<file path="src/sv/spt_pkg.sv">
// spt_pkg: shared constants, sine table and controller/datapath structs
// for the sine pwm tone gate. no dependencies.
`default_nettype none

package spt_pkg;

  localparam int TABLE_LEN = 50;
  localparam int ROM_LEN   = 50;
  localparam int PHASE_W   = $clog2(TABLE_LEN);
  localparam int ROM_IDX_W = $clog2(ROM_LEN);

  localparam int VAL_W  = 15;
  localparam int FREQ_W = 16;
  localparam int BYTE_W = 8;
  localparam int SINE_W = 6;
  localparam int Q_W    = 10;
  localparam int DIV_W  = VAL_W + SINE_W;
  localparam int CNT_W  = $clog2(VAL_W + 1);

  localparam logic [VAL_W-1:0] PERIOD_RESET = VAL_W'(1000);
  localparam logic [VAL_W-1:0] DUTY_RESET   = VAL_W'(100);
  localparam logic [VAL_W-1:0] PERIOD_NUM   = VAL_W'(32400);

  // freq / 100 as (freq * 83887) >> 23, exact for all 16-bit freq
  localparam int FREQ_RECIP_W     = 17;
  localparam int FREQ_SHIFT       = 23;
  localparam int FREQ_PROD_W      = FREQ_W + FREQ_RECIP_W;
  localparam logic [FREQ_PROD_W-1:0] FREQ_RECIP = FREQ_PROD_W'(83887);

  // period * sine / 50 as (x * 1342178) >> 26, exact for x below 1864135
  localparam int AMP_RECIP_W = 21;
  localparam int AMP_SHIFT   = 26;
  localparam int AMP_PROD_W  = DIV_W + AMP_RECIP_W;
  localparam logic [AMP_PROD_W-1:0] AMP_RECIP = AMP_PROD_W'(1342178);

  // divider steps, one per dividend bit
  localparam logic [CNT_W-1:0] PERIOD_STEPS = CNT_W'(VAL_W);

  localparam logic [1:0] CMD_TONE  = 2'd0;
  localparam logic [1:0] CMD_PHASE = 2'd1;
  localparam logic [1:0] CMD_GATE  = 2'd2;

  localparam logic [SINE_W-1:0] SINE_ROM [ROM_LEN] = '{
    6'd25, 6'd28, 6'd31, 6'd34, 6'd37, 6'd40, 6'd42, 6'd44, 6'd46, 6'd48,
    6'd49, 6'd50, 6'd50, 6'd50, 6'd50, 6'd49, 6'd48, 6'd46, 6'd44, 6'd42,
    6'd40, 6'd37, 6'd34, 6'd31, 6'd28, 6'd25, 6'd22, 6'd19, 6'd16, 6'd13,
    6'd10, 6'd8,  6'd6,  6'd4,  6'd2,  6'd1,  6'd0,  6'd0,  6'd0,  6'd0,
    6'd1,  6'd2,  6'd4,  6'd6,  6'd8,  6'd10, 6'd13, 6'd16, 6'd19, 6'd22
  };

  typedef struct packed {
    logic take;
    logic prep;
    logic start;
    logic step;
    logic commit;
    logic emit;
  } spt_ctl_t;

  typedef struct packed {
    logic [1:0] op;
    logic       q_zero;
    logic       div_last;
    logic       div_nz;
    logic       out_free;
  } spt_sts_t;

endpackage

`default_nettype wire

</file>
<file path="src/sv/spt_ctrl.sv">
// spt_ctrl: sequencing state machine for the sine pwm tone gate.
// depends on spt_pkg; drives spt_dp through spt_ctl_t.
`default_nettype none

module spt_ctrl (
  input  wire logic              clk_i,
  input  wire logic              rst_ni,
  input  wire logic              in_valid_i,
  output logic                   in_stall_o,
  input  wire spt_pkg::spt_sts_t sts_i,
  output spt_pkg::spt_ctl_t      ctl_o
);

  localparam logic [2:0] ST_IDLE   = 3'd0;
  localparam logic [2:0] ST_PREP   = 3'd1;
  localparam logic [2:0] ST_START  = 3'd2;
  localparam logic [2:0] ST_DIV    = 3'd3;
  localparam logic [2:0] ST_COMMIT = 3'd4;
  localparam logic [2:0] ST_FIN    = 3'd5;

  logic [2:0] state_q, state_d;

  always_comb begin
    state_d = state_q;
    unique case (state_q)
      ST_IDLE: begin
        if (in_valid_i) state_d = ST_PREP;
      end
      ST_PREP: begin
        priority if (sts_i.op == spt_pkg::CMD_TONE) begin
          state_d = ST_START;
        end else if (sts_i.op == spt_pkg::CMD_PHASE) begin
          state_d = ST_COMMIT;
        end else begin
          state_d = ST_FIN;
        end
      end
      ST_START: begin
        priority if (sts_i.op == spt_pkg::CMD_TONE && sts_i.q_zero) begin
          state_d = ST_FIN;
        end else begin
          state_d = ST_DIV;
        end
      end
      ST_DIV: begin
        if (sts_i.div_last) state_d = ST_COMMIT;
      end
      ST_COMMIT: state_d = ST_FIN;
      ST_FIN: begin
        if (sts_i.out_free) state_d = ST_IDLE;
      end
      default: state_d = ST_IDLE;
    endcase
  end

  always_ff @(posedge clk_i or negedge rst_ni) begin
    if (!rst_ni) begin
      state_q <= ST_IDLE;
    end else begin
      state_q <= state_d;
    end
  end

  assign in_stall_o    = (state_q != ST_IDLE);
  assign ctl_o.take    = (state_q == ST_IDLE) && in_valid_i;
  assign ctl_o.prep    = (state_q == ST_PREP);
  assign ctl_o.start   = (state_q == ST_START);
  assign ctl_o.step    = (state_q == ST_DIV);
  assign ctl_o.commit  = (state_q == ST_COMMIT);
  assign ctl_o.emit    = (state_q == ST_FIN) && sts_i.out_free;

  // divider never runs with a zero divisor
  a_div_nz: assert property (@(posedge clk_i) disable iff (!rst_ni)
    (state_q == ST_DIV) |-> sts_i.div_nz)
    else $error("divider stepping with zero divisor");

  // finished word waits while the output slot is taken
  a_fin_hold: assert property (@(posedge clk_i) disable iff (!rst_ni)
    (state_q == ST_FIN && !sts_i.out_free) |=> (state_q == ST_FIN))
    else $error("result dropped while output slot busy");

endmodule

`default_nettype wire

</file>
<file path="src/sv/spt_dp.sv">
// spt_dp: datapath of the sine pwm tone gate: tone state, reciprocal
// multiplies, radix-2 divider and output register. depends on spt_pkg.
`default_nettype none

module spt_dp (
  input  wire logic                      clk_i,
  input  wire logic                      rst_ni,
  input  wire spt_pkg::spt_ctl_t         ctl_i,
  output spt_pkg::spt_sts_t              sts_o,
  input  wire logic [1:0]                cmd_i,
  input  wire logic [spt_pkg::BYTE_W-1:0] freq_lo_i,
  input  wire logic [spt_pkg::BYTE_W-1:0] freq_hi_i,
  input  wire logic [spt_pkg::BYTE_W-1:0] duration_i,
  output logic                           out_valid_o,
  input  wire logic                      out_stall_i,
  output logic [spt_pkg::VAL_W-1:0]      period_value_o,
  output logic [spt_pkg::VAL_W-1:0]      duty_value_o,
  output logic                           tone_on_o,
  output logic                           div_error_o
);

  // latched word
  logic [1:0]                       op_q;
  logic [spt_pkg::FREQ_W-1:0]       freq_q;
  logic [spt_pkg::BYTE_W-1:0]       dur_q;

  // tone state
  logic [spt_pkg::VAL_W-1:0]        period_q, duty_q, gate_q;
  logic [spt_pkg::PHASE_W-1:0]      phase_q;
  logic [spt_pkg::ROM_IDX_W-1:0]    idx_q;
  logic [spt_pkg::BYTE_W-1:0]       limit_q;
  logic                             tone_q, err_q;

  // arithmetic
  logic [spt_pkg::Q_W-1:0]          q_q;
  logic [spt_pkg::DIV_W-1:0]        prod_q;
  logic [spt_pkg::FREQ_PROD_W-1:0]  freq_prod;
  logic [spt_pkg::DIV_W-1:0]        duty_prod;
  logic [spt_pkg::AMP_PROD_W-1:0]   amp_prod;
  logic [spt_pkg::VAL_W-1:0]        limit_x80;

  // divider
  logic [spt_pkg::Q_W-1:0]          rem_q, dvs_q;
  logic [spt_pkg::VAL_W-1:0]        quo_q;
  logic [spt_pkg::CNT_W-1:0]        cnt_q;
  logic [spt_pkg::Q_W:0]            rem_sh;
  logic [spt_pkg::Q_W+1:0]          rem_diff;

  // output register
  logic                             out_valid_q;
  logic [spt_pkg::VAL_W-1:0]        out_period_q, out_duty_q;
  logic                             out_tone_q, out_err_q;

  assign freq_prod = spt_pkg::FREQ_PROD_W'(freq_q) * spt_pkg::FREQ_RECIP;
  assign duty_prod = spt_pkg::DIV_W'(period_q) * spt_pkg::DIV_W'(spt_pkg::SINE_ROM[idx_q]);
  assign amp_prod  = spt_pkg::AMP_PROD_W'(prod_q) * spt_pkg::AMP_RECIP;
  assign limit_x80 = spt_pkg::VAL_W'({limit_q, 6'b0}) + spt_pkg::VAL_W'({limit_q, 4'b0});

  assign rem_sh   = {rem_q, quo_q[spt_pkg::VAL_W-1]};
  assign rem_diff = {1'b0, rem_sh} - {2'b0, dvs_q};

  assign sts_o.op       = op_q;
  assign sts_o.q_zero   = (q_q == '0);
  assign sts_o.div_last = (cnt_q == spt_pkg::CNT_W'(1));
  assign sts_o.div_nz   = (dvs_q != '0);
  assign sts_o.out_free = !out_valid_q || !out_stall_i;

  // word latch and reciprocal/product registers
  always_ff @(posedge clk_i) begin
    if (ctl_i.take) begin
      op_q   <= cmd_i;
      freq_q <= {freq_hi_i, freq_lo_i};
      dur_q  <= duration_i;
    end
    if (ctl_i.prep) begin
      q_q    <= freq_prod[spt_pkg::FREQ_PROD_W-1 -: spt_pkg::Q_W];
      prod_q <= duty_prod;
    end
  end

  // radix-2 restoring divider for the period, one quotient bit a cycle
  always_ff @(posedge clk_i or negedge rst_ni) begin
    if (!rst_ni) begin
      cnt_q <= '0;
      rem_q <= '0;
      quo_q <= '0;
      dvs_q <= '0;
    end else if (ctl_i.start) begin
      rem_q <= '0;
      quo_q <= spt_pkg::PERIOD_NUM;
      dvs_q <= q_q;
      cnt_q <= spt_pkg::PERIOD_STEPS;
    end else if (ctl_i.step) begin
      cnt_q <= cnt_q - spt_pkg::CNT_W'(1);
      if (!rem_diff[spt_pkg::Q_W+1]) begin
        rem_q <= rem_diff[spt_pkg::Q_W-1:0];
        quo_q <= {quo_q[spt_pkg::VAL_W-2:0], 1'b1};
      end else begin
        rem_q <= rem_sh[spt_pkg::Q_W-1:0];
        quo_q <= {quo_q[spt_pkg::VAL_W-2:0], 1'b0};
      end
    end
  end

  // tone state
  always_ff @(posedge clk_i or negedge rst_ni) begin
    if (!rst_ni) begin
      period_q <= spt_pkg::PERIOD_RESET;
      duty_q   <= spt_pkg::DUTY_RESET;
      phase_q  <= '0;
      idx_q    <= '0;
      gate_q   <= '0;
      limit_q  <= '0;
      tone_q   <= 1'b0;
      err_q    <= 1'b0;
    end else begin
      if (ctl_i.take) begin
        err_q <= 1'b0;
      end
      if (ctl_i.prep && op_q == spt_pkg::CMD_GATE) begin
        if (gate_q < limit_x80) begin
          gate_q <= gate_q + spt_pkg::VAL_W'(1);
          tone_q <= 1'b1;
        end else begin
          tone_q <= 1'b0;
        end
      end
      if (ctl_i.start && op_q == spt_pkg::CMD_TONE) begin
        limit_q <= dur_q;
        gate_q  <= '0;
        if (q_q == '0) err_q <= 1'b1;
      end
      if (ctl_i.commit) begin
        if (op_q == spt_pkg::CMD_TONE) begin
          period_q <= quo_q;
        end else begin
          duty_q <= amp_prod[spt_pkg::AMP_SHIFT +: spt_pkg::VAL_W];
          if (phase_q == spt_pkg::PHASE_W'(spt_pkg::TABLE_LEN - 1)) begin
            phase_q <= '0;
            idx_q   <= '0;
          end else begin
            phase_q <= phase_q + spt_pkg::PHASE_W'(1);
            if (idx_q == spt_pkg::ROM_IDX_W'(spt_pkg::ROM_LEN - 1)) begin
              idx_q <= '0;
            end else begin
              idx_q <= idx_q + spt_pkg::ROM_IDX_W'(1);
            end
          end
        end
      end
    end
  end

  // output word register
  always_ff @(posedge clk_i or negedge rst_ni) begin
    if (!rst_ni) begin
      out_valid_q <= 1'b0;
    end else if (ctl_i.emit) begin
      out_valid_q <= 1'b1;
    end else if (!out_stall_i) begin
      out_valid_q <= 1'b0;
    end
  end

  always_ff @(posedge clk_i) begin
    if (ctl_i.emit) begin
      out_period_q <= period_q;
      out_duty_q   <= duty_q;
      out_tone_q   <= tone_q;
      out_err_q    <= err_q;
    end
  end

  assign out_valid_o    = out_valid_q;
  assign period_value_o = out_period_q;
  assign duty_value_o   = out_duty_q;
  assign tone_on_o      = out_tone_q;
  assign div_error_o    = out_err_q;

  // duty is a fraction of the period it was scaled from
  a_duty_le_period: assert property (@(posedge clk_i) disable iff (!rst_ni)
    (ctl_i.commit && op_q == spt_pkg::CMD_PHASE) |=> (duty_q <= period_q))
    else $error("duty above period after phase tick");

  // gate counter never passes its limit
  a_gate_bound: assert property (@(posedge clk_i) disable iff (!rst_ni)
    gate_q <= limit_x80)
    else $error("gate count beyond duration limit");

endmodule

`default_nettype wire

</file>
<file path="src/sv/sine_pwm_tone_gate.sv">
// Sine pwm tone generator with timed output gate. Words are handled one at a time, and the
// result word shows in the same cycle that the next word can be taken. A tone command runs
// the one-bit-per-cycle divider in spt_dp, which needs 15 steps for 32400 / (freq / 100). A
// tone command with freq below 100 skips the divider. A phase tick needs no divider, as
// period * sine / 50 is a reciprocal multiply. A gate tick or an unused code goes from the prep
// state straight to the finish state. A finished word sits in the output register, so input
// is taken again while it waits; a new result is held back only while that register is still
// stalled.
// depends on spt_pkg, spt_ctrl and spt_dp.
`default_nettype none

module sine_pwm_tone_gate (
  input  wire logic                       clk_i,
  input  wire logic                       rst_ni,
  input  wire logic                       in_valid_i,
  output logic                            in_stall_o,
  input  wire logic [1:0]                 cmd_i,
  input  wire logic [spt_pkg::BYTE_W-1:0] freq_lo_i,
  input  wire logic [spt_pkg::BYTE_W-1:0] freq_hi_i,
  input  wire logic [spt_pkg::BYTE_W-1:0] duration_i,
  output logic                            out_valid_o,
  input  wire logic                       out_stall_i,
  output logic [spt_pkg::VAL_W-1:0]       period_value_o,
  output logic [spt_pkg::VAL_W-1:0]       duty_value_o,
  output logic                            tone_on_o,
  output logic                            div_error_o
);

  spt_pkg::spt_ctl_t ctl;
  spt_pkg::spt_sts_t sts;

  spt_ctrl u_ctrl (
    .clk_i      (clk_i),
    .rst_ni     (rst_ni),
    .in_valid_i (in_valid_i),
    .in_stall_o (in_stall_o),
    .sts_i      (sts),
    .ctl_o      (ctl)
  );

  spt_dp u_dp (
    .clk_i          (clk_i),
    .rst_ni         (rst_ni),
    .ctl_i          (ctl),
    .sts_o          (sts),
    .cmd_i          (cmd_i),
    .freq_lo_i      (freq_lo_i),
    .freq_hi_i      (freq_hi_i),
    .duration_i     (duration_i),
    .out_valid_o    (out_valid_o),
    .out_stall_i    (out_stall_i),
    .period_value_o (period_value_o),
    .duty_value_o   (duty_value_o),
    .tone_on_o      (tone_on_o),
    .div_error_o    (div_error_o)
  );

endmodule

`default_nettype wire
</file>
<file path="config.mk">
export PLATFORM = sky130hd
export DESIGN_NAME = sine_pwm_tone_gate
export DESIGN_NICKNAME = d
export VERILOG_FILES = /design/src/sv/spt_pkg.sv /design/src/sv/spt_ctrl.sv /design/src/sv/spt_dp.sv /design/src/sv/sine_pwm_tone_gate.sv
export SDC_FILE = /design/constraint.sdc
export NUM_CORES = 1
export LEC_CHECK = 0
export BUFFER_PORTS_ARGS = -buffer_cell sky130_fd_sc_hd__buf_2
export CORE_MARGIN = 2
export CORE_UTILIZATION = 45
export DETAILED_ROUTE_END_ITERATION = 7
export PLACE_DENSITY = 0.7
export SLEW_MARGIN = 20
export SYNTH_ARGS = -nofsm -noshare
export SYNTH_HDL_FRONTEND = slang
export SYNTH_SLANG_ARGS = --single-unit
</file>
<file path="constraint.sdc">
create_clock -name clk_i -period 8.25 [get_ports clk_i]
set_input_delay 2.475 -clock clk_i [delete_from_list [all_inputs] [get_ports clk_i]]
set_output_delay 2.475 -clock clk_i [all_outputs]
set_load 0.005 [all_outputs]
</file>
==> results.md, run 1 <==
* ANT nets after route at 0
* Final HPWL DP at 44200 um
* Die Area at 56600 sq um
* HP Class: register to register
* Antenna diodes at 0
* Most frequent cells in the layout: inv_1, ha_1, fa_1
* Post-synthesis cell count at 2461
* Dominant cell type by area after synthesis: fa_1
* Element type at the critical path end: register
* Share of layout cells above drive strength 1 at 6.63%
* Post-Place Worst Slack at 1.94 ns
* Sequential share of the synthesized area at 22.1%
* CTS resizes at 0
* Final period utilization at 76.9%
* Hold buffer count at CTS at 0
* Slew margin rel. at 40.7%
* Core area at 54000 sq um
* Reg-to-Reg End: u_dp.duty_q[12]$_DFFE_PN0P_
* Die width at 238 um
* R2r setup slk at 1.91 ns
* First-pass GRT wire length at 89400 um
* CP Launch Point: u_dp.prod_q[12]$_DFFE_PP_
* IO Port Bufs at 63
* Syn avg cell area at 10.0 sq um
* Worst setup path endpoint: u_dp.duty_q[12]$_DFFE_PN0P_
* Worst-path clk slew at 0.08 ns
* Initial antenna violation count at 0
* Detailed-route via count at 16899
* Outcome: finished clean
* Syn Std Cell Area at 24600 sq um
* Post-CTS setup buffers at 0
* Critical path class: register to register
* Slew at the pin with the worst max-slew slack at 0.889 ns
* Multi-input logic area at 17000 sq um
* Synth area leaders: fa_1, ha_1, edfxtp_1
* Synth warn at 0
* DR WL/cell at 16.4 um
* Post-synth EDFFs at 89
* Vias in the first global route at 18007
* Number of buffers created by CTS at 17
* FMAX at 0.158 GHz
* Hold Fails Final Rpt at 0
* Iteration-0 DRC Markers at 963
* Gr ovfl total at 0
* Crit-path max FO at 9
* Setup tns final at 0 ns
* RSZ-0062 raised after global routing: no
* Placement Cell Area at 25800 sq um
* Final setup margin at 1.91 ns
* GP Congestion at 0.914
* # IOs at 64
* CTS Sinks at 199
* Fin. max-slew vios at 0
* Most common cell after layout, fill and taps aside: inv_1
* Reg2reg start: u_dp.prod_q[12]$_DFFE_PP_
* Reg2Reg Depth at 18
* Clock skew at 0.0173 ns
* Drt total wl at 52800 um
* Placed instance count at 3181
* Post-synth net total at 3221
* First-pass DRT Iterations at 6
* CTS root buf: clkbuf_16
* Starting density of the core at 45.6%
* Minimum clock period at 6.34 ns
* Max Cap Violations at 0
* Die Height at 238 um
* # fillers at 4936
* Largest net degree at the start of global routing at 71
* Via density at 5.26
* H-tree depth at 4
* CTS Buffer Depth at 2
* Clock network latency to the later pin of the worst-skew pair at 0.50 ns
* Total GRT Usage at 19.7%
* # rows at 85
* Startpoint types: register
* Top cell type's share of synthesized area at 24.7%
* Final setup vio count at 0
* Nets at 3264
* Top_reg_cell synth: dfrtp_1
* Final Non-Filler Cells at 3213
* Sequential Area at 5440 sq um
* Synth Register Bits at 199
* Layout Area Growth over Synthesis at 6.97%
* Yosys cell types at 77
* WP data required at 8.63 ns
* CTS tree: built
* Arrival @ worst endpoint at 6.72 ns
* Post-synth ARST share at 55.3%
* DR DRC count at 0
* Design area at 26400 sq um
stage by stage:
stage | util, % | hold WS, ns
floorplan | - | 0.415
global route | 48.8 | 0.466
CTS | 48.8 | 0.442
detailed placement | 47.7 | 0.431
finish | 48.8 | 0.446
global placement | 47.7 | 0.423
state kept, by name, indices dropped and copies added (netlist names), 2 cells and up:
name                 flops
u_dp.prod_q             21
u_dp.freq_q             16
u_dp.duty_q             15
u_dp.duty_value_o       15
u_dp.gate_q             15
u_dp.period_q           15
u_dp.period_value_o     15
u_dp.quo_q              15
u_dp.dvs_q              10
u_dp.q_q                10
u_dp.rem_q              10
u_dp.dur_q               8
u_dp.limit_q             8
u_dp.idx_q               6
u_dp.phase_q             6
u_dp.cnt_q               4
u_ctrl.state_q           3
u_dp.op_q                2
routing by layer:
| metal | vias to the layer above | GRT usage [%] | share of wire [%] |
|---|---|---|---|
| met4 | 0 | 5.02 | 1.8 |
| met1 | 8440 | 25.0 | 44 |
| met2 | 237 | 35.6 | 52 |
| li1 | 8176 | - | - |
| met3 | 46 | 2.61 | 2.7 |
| met5 | - | 0 | 0 |
synth_stat cells, types with 8 or more instances:
library cell and count:
fa_1 304, edfxtp_1 89, o31ai_1 12, mux2_2 11
or2_2 9, o211ai_1 11, and3_1 8, and4_1 9
o21ai_1 17, nand2b_1 13, dfstp_2 9, a211oi_1 9
a21oi_1 101, xnor2_1 42, nand2_1 188, nor2b_1 21
a21o_1 36, nor3_1 20, nand4_1 29, mux2i_1 11
o21ai_0 85, inv_1 541, and2_1 40, ha_1 426
buf_2 10, nand3_1 35, o21bai_1 12, dfrtp_1 101
o21a_1 14, nor2_1 81, xor2_1 15, a31oi_1 17
clkbuf_1 42
how the worst min path moves through the flow:
stage,startpoint,endpoint,slack [ns],cells past startpoint
global route,u_dp.dur_q[7]$_DFFE_PP_,u_dp.limit_q[7]$_DFFE_PN0P_,0.47,2
finish,u_dp.duty_q[7]$_DFFE_PN0P_,u_dp.duty_value_o[7]$_DFFE_PP_,0.45,0
global placement,u_dp.dur_q[2]$_DFFE_PP_,u_dp.limit_q[2]$_DFFE_PN0P_,0.42,2
CTS,u_dp.duty_q[7]$_DFFE_PN0P_,u_dp.duty_value_o[7]$_DFFE_PP_,0.44,0
floorplan,u_dp.dur_q[0]$_DFFE_PP_,u_dp.limit_q[0]$_DFFE_PN0P_,0.41,2
detailed placement,u_dp.duty_q[7]$_DFFE_PN0P_,u_dp.duty_value_o[7]$_DFFE_PP_,0.43,0
logic make-up (layout without fill, tap and decap cells):
kind of cell             count (synthesis)  in the layout  synth area share (%)
buffers and inverters                  597            653                  9.15
flip-flops                             199            199                  22.1
adder cells (fa/ha/maj)                730            730                  46.3
AO/OA/AOI/OAI                          377            377                  9.88
AND/OR/NAND/NOR                        476            476                  9.33
multiplexers                            25             25                  1.22
XOR/XNOR                                57             57                  2.03
critical path, stage by stage, from the launching register on:
cell      delay, ns
edfxtp_1       0.60
ha_1           0.38
inv_1          0.05
fa_1           0.56
fa_1           0.44
fa_1           0.51
inv_1          0.06
fa_1           0.50
fa_1           0.54
inv_1          0.05
fa_1           0.54
inv_1          0.05
ha_1           0.36
a21o_1         0.21
a311o_1        0.34
a211oi_1       0.34
a21oi_1        0.24
a211o_1        0.34
o311ai_0       0.09
layout make-up:
type / instances / share of cell area, %
multi-input cells: 1665 / 64.4
flip-flops and latches: 199 / 20.6
inverters: 544 / 7.75
well taps: 696 / 3.30
clock buffers: 17 / 1.61
repair buffers: 77 / 1.60
clock inverters: 15 / 0.679
Power of run 1 is left out: the tool's default activity adds up to more than one toggle a clock period on the data nets, which glitch-free logic cannot reach.
==> run 2: changes to the inputs <==
--- a/config.mk
+++ b/config.mk
@@ -5,6 +5,7 @@
 export SDC_FILE = /design/constraint.sdc
 export NUM_CORES = 1
 export LEC_CHECK = 0
+export ABC_AREA = 1
 export BUFFER_PORTS_ARGS = -buffer_cell sky130_fd_sc_hd__buf_2
 export CORE_MARGIN = 2
 export CORE_UTILIZATION = 45
==> constraint.sdc (replaced) <==
create_clock -name clk_i -period 6.2 [get_ports clk_i]
set_input_delay 1.86 -clock clk_i [delete_from_list [all_inputs] [get_ports clk_i]]
set_output_delay 1.86 -clock clk_i [all_outputs]
set_load 0.005 [all_outputs]
==> run 2 against run 1 <==
Compared with the run above: hold slack improved by 0.0097 ns; maximum frequency rose by 9.2%; critical path depth rose by 3; non-clock buffer count fell by 1; utilization rose by 0.27 points; via count rose by 8.4%; final cell count rose by 14%; highest routed layer unchanged.
==> results.md, run 2 <==
* Crit-path max FO at 9
* Hold path start: u_dp.duty_q[10]$_DFFE_PN0P_
* RSZ-0062 raised after global routing: no
* Most common cell after layout, fill and taps aside: inv_1
* FMAX at 0.172 GHz
* IO Port Bufs at 63
* Syn Std Cell Area at 25200 sq um
* Synth area leaders: fa_1, ha_1, edfxtp_1
* Dominant cell type by area after synthesis: fa_1
* CTS Sinks at 199
* Share of layout cells above drive strength 1 at 4.96%
* Core area at 55200 sq um
* Die Area at 57800 sq um
* CTS resizes at 0
* Via density at 4.99
* Syn avg cell area at 8.88 sq um
* Initial antenna violation count at 0
* Min-Delay Path Depth at 0
* CTS tree: built
* Largest register FFs at 21
* Layout Area Growth over Synthesis at 7.60%
* Post-synth net total at 3595
* Iteration-0 DRC Markers at 893
* Fin. max-slew vios at 0
* Vias in the first global route at 18778
* # IOs at 64
* Reg2reg start: u_dp.prod_q[7]$_DFFE_PP_
* Most numerous cell in the Yosys netlist: inv_1
* Post-synth EDFFs at 89
* Wl on met1 at 25100 um
* DR WL/cell at 15.1 um
* HP Class: register to register
* Post-synth ARST share at 55.3%
* R2r setup slk at 0.39 ns
* Top layer in use: met4
* CTS Buffer Depth at 2
* Detailed-route via count at 18313
* Synth Register Bits at 199
* Top Registers: u_dp.prod_q: 21 flops, u_dp.freq_q: 16 flops
* Nets at 3670
* First-pass GRT wire length at 92700 um
* Die width at 240 um
* Startpoint types: register
* # rows at 86
* Worst-path clk slew at 0.08 ns
* Clock skew at 0.0155 ns
* Yosys cell types at 52
* Drt total wl at 55300 um
* Sequential share of the synthesized area at 21.6%
* Setup tns final at 0 ns
* Gr ovfl total at 0
* Slew margin rel. at 32.6%
* H-tree depth at 4
* Post-CTS setup buffers at 0
* Final period utilization at 93.7%
* Hold Slack at 0.456 ns
* Slew at the pin with the worst max-slew slack at 1.01 ns
* Final HPWL DP at 46900 um
* Hold buffer count at CTS at 0
* Synth warn at 0
* GP Congestion at 0.937
* Minimum clock period at 5.81 ns
* Top_reg_cell synth: dfrtp_1
* Hold Path End: u_dp.duty_value_o[10]$_DFFE_PP_
* Hold Fails Final Rpt at 0
* First-pass DRT Iterations at 5
* WL met3 at 2330 um
* Outcome: finished clean
* Element type at the critical path end: register
* Reg-to-Reg End: u_dp.duty_q[1]$_DFFE_PN0P_
* Most frequent cells in the layout: inv_1, nand2_1, ha_1
* Reg2Reg Depth at 21
* Starting density of the core at 45.6%
* Largest net degree at the start of global routing at 47
* Clock network latency to the later pin of the worst-skew pair at 0.50 ns
* Routed length on met2 at 27000 um
* CTS root buf: clkbuf_16
* Number of buffers created by CTS at 17
* Die Height at 240 um
* Post-synthesis cell count at 2835
* WP data required at 6.59 ns
* ANT nets after route at 0
* DR DRC count at 0
* Final setup vio count at 0
* Antenna diodes at 0
* Most flop-heavy register: u_dp.prod_q
* Arrival @ worst endpoint at 6.20 ns
* Top post-synthesis cells by count: inv_1, nand2_1, ha_1
* Top cell type's share of synthesized area at 24.2%
* Critical path class: register to register
* Max Cap Violations at 0
* Total GRT Usage at 20.4%
run 2: cell count changes in the layout (fill, tap and decap cells not counted), moves of 13 or more:
| cell | delta |
|---|---|
| nand2b_1 | -13 |
| nor3_1 | +14 |
| o21ai_0 | +20 |
| xor2_1 | +19 |
| inv_1 | +138 |
| nor2_1 | +98 |
| nor2b_1 | -21 |
| and2_1 | -39 |
| nand3_1 | +53 |
| nand2_1 | +293 |
| o21ai_1 | -15 |
| a21o_1 | -21 |
| a21oi_1 | +31 |
| xnor2_1 | -31 |
run 2: area by class of cell:
class | instances | area [sq um]
clock buffer | 17 | 425
clock inverter | 15 | 213
fill | 5250 | 28100
inverter | 692 | 2600
multi-input combinational | 1924 | 17100
sequential | 199 | 5440
tap | 748 | 936
timing repair buffer | 76 | 415
run 2: routing by layer:
metal  vias to the layer above  GRT usage, %
li1                       9069             -
met4                         0          4.87
met2                       334          34.6
met1                      8849          26.9
met5                         -             0
met3                        61          3.73
run 2: logic make-up after synthesis:
kind of cell	count (synthesis)	synth area share [%]
compound gates	315	7.02
flops	199	21.6
buf+inv	712	10.7
xor+xnor	45	1.57
fa+ha+maj	730	45.4
simple gates	834	13.8
run 2: worst max-delay path by stage:
stage	from	cells after the start	slack (ns)	to
after floorplan	u_dp.prod_q[11]$_DFFE_PP_	22	0.88	u_dp.duty_q[9]$_DFFE_PN0P_
after global placement	u_dp.prod_q[7]$_DFFE_PP_	21	0.45	u_dp.duty_q[1]$_DFFE_PN0P_
after detailed placement	u_dp.prod_q[7]$_DFFE_PP_	21	0.42	u_dp.duty_q[1]$_DFFE_PN0P_
after CTS	u_dp.prod_q[7]$_DFFE_PP_	21	0.40	u_dp.duty_q[1]$_DFFE_PN0P_
after global routing	u_dp.prod_q[7]$_DFFE_PP_	21	0.05	u_dp.duty_q[1]$_DFFE_PN0P_
final	u_dp.prod_q[7]$_DFFE_PP_	21	0.39	u_dp.duty_q[1]$_DFFE_PN0P_
run 2: stage by stage:
| stage | util [%] | area, sq um | worst slack (ns) | std cells |
|---|---|---|---|---|
| 2_1_floorplan | - | 25200 | 0.877 | 2835 |
| 3_3_place_gp | 47.9 | 26400 | 0.451 | 3639 |
| 3_5_place_dp | 47.9 | 26400 | 0.418 | 3639 |
| 4_1_cts | 49.1 | 27100 | 0.399 | 3671 |
| 5_1_grt | 49.1 | 27100 | 0.0476 | 3671 |
| 6_report | 49.1 | 27100 | 0.390 | 3671 |
run 2: critical path: stages, from the launching register on:
cell and delay, ns:
edfxtp_1 0.68, ha_1 0.33, inv_1 0.08, fa_1 0.48, fa_1 0.44, fa_1 0.55, inv_1 0.05, fa_1 0.46
fa_1 0.55, inv_1 0.06, fa_1 0.50, inv_1 0.04, ha_1 0.30, nand2_1 0.10, nor2_1 0.26, nand2_1 0.08
o21ai_0 0.30, nand3_1 0.15, nand2_1 0.09, nand2_1 0.04, nand3_1 0.10, nand2_1 0.06
Power of run 2 is left out for the same reason.
==> run 3: changes to the inputs <==
--- a/config.mk
+++ b/config.mk
@@ -8,9 +8,9 @@
 export ABC_AREA = 1
 export BUFFER_PORTS_ARGS = -buffer_cell sky130_fd_sc_hd__buf_2
 export CORE_MARGIN = 2
-export CORE_UTILIZATION = 45
+export CORE_UTILIZATION = 51
 export DETAILED_ROUTE_END_ITERATION = 7
-export PLACE_DENSITY = 0.7
+export PLACE_DENSITY = 0.76
 export SLEW_MARGIN = 20
 export SYNTH_ARGS = -nofsm -noshare
 export SYNTH_HDL_FRONTEND = slang
==> run 3 against run 2 <==
Compared with the run above: die area down 12%; hold slack worse by 0.0040 ns; clock skew decreased by 0.00062 ns; final cell count decreased by 2.3%; register-to-register slack hardly changed; global-route usage up 3.0 points; non-clock buffer count down 2; sequential share of layout area up 0.089 points; worst setup slack better by 0.0085 ns; highest routed layer unchanged; final area shrank 0.44%; first-iteration DRC count is 37% higher.
==> results.md, run 3 (synthesis results as in run 2) <==
* CTS Buffer Depth at 2
* CP Launch Point: u_dp.prod_q[8]$_DFFE_PP_
* DR WL/cell at 15.6 um
* WP data required at 6.59 ns
* Slew margin rel. at 31.4%
* First-pass DRT Iterations at 6
* Vias in the first global route at 18850
* Sequential Area at 5440 sq um
* Most flop-heavy register: u_dp.prod_q
* CTS Sinks at 199
* Die Area at 51100 sq um
* ANT nets after route at 0
* # fillers at 4414
* First-pass GRT wire length at 93400 um
* GP Congestion at 0.926
* Final period utilization at 93.6%
* Iteration-0 DRC Markers at 1220
* Layout Area Growth over Synthesis at 7.12%
* IO Port Bufs at 63
* Total GRT Usage at 23.3%
* Element type at the critical path end: register
* HP Class: register to register
* DR DRC count at 0
* CTS resizes at 0
* Outcome: finished clean
* # rows at 81
* Most common cell after layout, fill and taps aside: inv_1
* Startpoint types: register
* Largest register FFs at 21
* Clock skew at 0.0148 ns
* Setup tns final at 0 ns
* Initial antenna violation count at 1
* Worst-path clk slew at 0.09 ns
* Final Non-Filler Cells at 3586
* Core area at 48800 sq um
* Via density at 5.18
* Top Registers: u_dp.prod_q: 21 flops, u_dp.freq_q: 16 flops
* Multi-input logic area at 17100 sq um
* Post-Place Worst Slack at 0.450 ns
* Gr ovfl total at 0
* CTS tree: built
* Final setup vio count at 0
* Detailed-route via count at 18570
* CTS root buf: clkbuf_16
* Final HPWL DP at 47400 um
* # IOs at 64
* Drt total wl at 56100 um
* Number of buffers created by CTS at 17
* Post-CTS setup buffers at 0
* Die Height at 226 um
* Arrival @ worst endpoint at 6.19 ns
* Crit-path max FO at 9
* Slew at the pin with the worst max-slew slack at 1.03 ns
* Minimum clock period at 5.80 ns
* Max Cap Violations at 0
* Final setup margin at 0.399 ns
* Clock network latency to the later pin of the worst-skew pair at 0.49 ns
* Hold path start: u_dp.dur_q[3]$_DFFE_PP_
* Reg2reg start: u_dp.prod_q[8]$_DFFE_PP_
* Share of layout cells above drive strength 1 at 4.90%
* Hold Fails Final Rpt at 0
* FMAX at 0.172 GHz
* Fin. max-slew vios at 0
* Largest net degree at the start of global routing at 82
* Hold Slack at 0.452 ns
* Nets at 3668
* Placed instance count at 3553
* Critical path class: register to register
* Die width at 226 um
* Starting density of the core at 51.5%
* Hold buffer count at CTS at 0
* RSZ-0062 raised after global routing: no
* Most frequent cells in the layout: inv_1, nand2_1, ha_1
* H-tree depth at 4
[run 3: per-layer routing]
| metal | global-route usage (%) | vias up | wire length (um) |
|---|---|---|---|
| li1 | - | 9092 | - |
| met1 | 30.8 | 8980 | 25000 |
| met2 | 40.0 | 411 | 27400 |
| met3 | 3.16 | 87 | 2240 |
| met4 | 7.02 | 0 | 1390 |
| met5 | 0 | - | 0 |
[run 3: critical path: stages, from the launching register on]
cell and delay, ns:
edfxtp_1 0.62, ha_1 0.43, inv_1 0.06, fa_1 0.46, fa_1 0.44, fa_1 0.54, inv_1 0.05, fa_1 0.47
fa_1 0.55, inv_1 0.05, fa_1 0.49, inv_1 0.04, ha_1 0.30, nand2_1 0.12, nor2_1 0.27, nand2_1 0.09
o21ai_0 0.33, nand3_1 0.15, nand2_1 0.08, nand2_1 0.05, nand3_1 0.06, nand2_1 0.05
[run 3: worst paths after layout]
path                       cells after the start                           to  slack, ns
max in group asynchronous                      2   u_dp.duty_q[5]$_DFFE_PN1P_       3.78
min in group asynchronous                      1   u_dp.gate_q[2]$_DFFE_PN0P_       1.38
hold reg to reg                                2  u_dp.limit_q[3]$_DFFE_PN0P_       0.45
setup reg to reg                              21   u_dp.duty_q[1]$_DFFE_PN0P_       0.40
setup / recovery                              21   u_dp.duty_q[1]$_DFFE_PN0P_       0.40
hold / removal                                 2  u_dp.limit_q[3]$_DFFE_PN0P_       0.45
[run 3: through the flow]
| step | util (%) | cell area, sq um |
|---|---|---|
| 4_1_cts | 55.2 | 27000 |
| 5_1_grt | 55.2 | 27000 |
| 3_3_place_gp | 53.9 | 26300 |
| 2_1_floorplan | - | 25200 |
| 3_5_place_dp | 53.9 | 26300 |
| 6_report | 55.2 | 27000 |
[run 3: area by class of cell]
cell class | count | area share [%]
diodes | 1 | 0.00928
clock buffers | 17 | 1.58
clock inverters | 15 | 0.770
inverters | 692 | 9.64
multi-input cells | 1924 | 63.3
flip-flops and latches | 199 | 20.2
well taps | 664 | 3.08
repair buffers | 74 | 1.50
Power of run 3 is left out for the same reason.
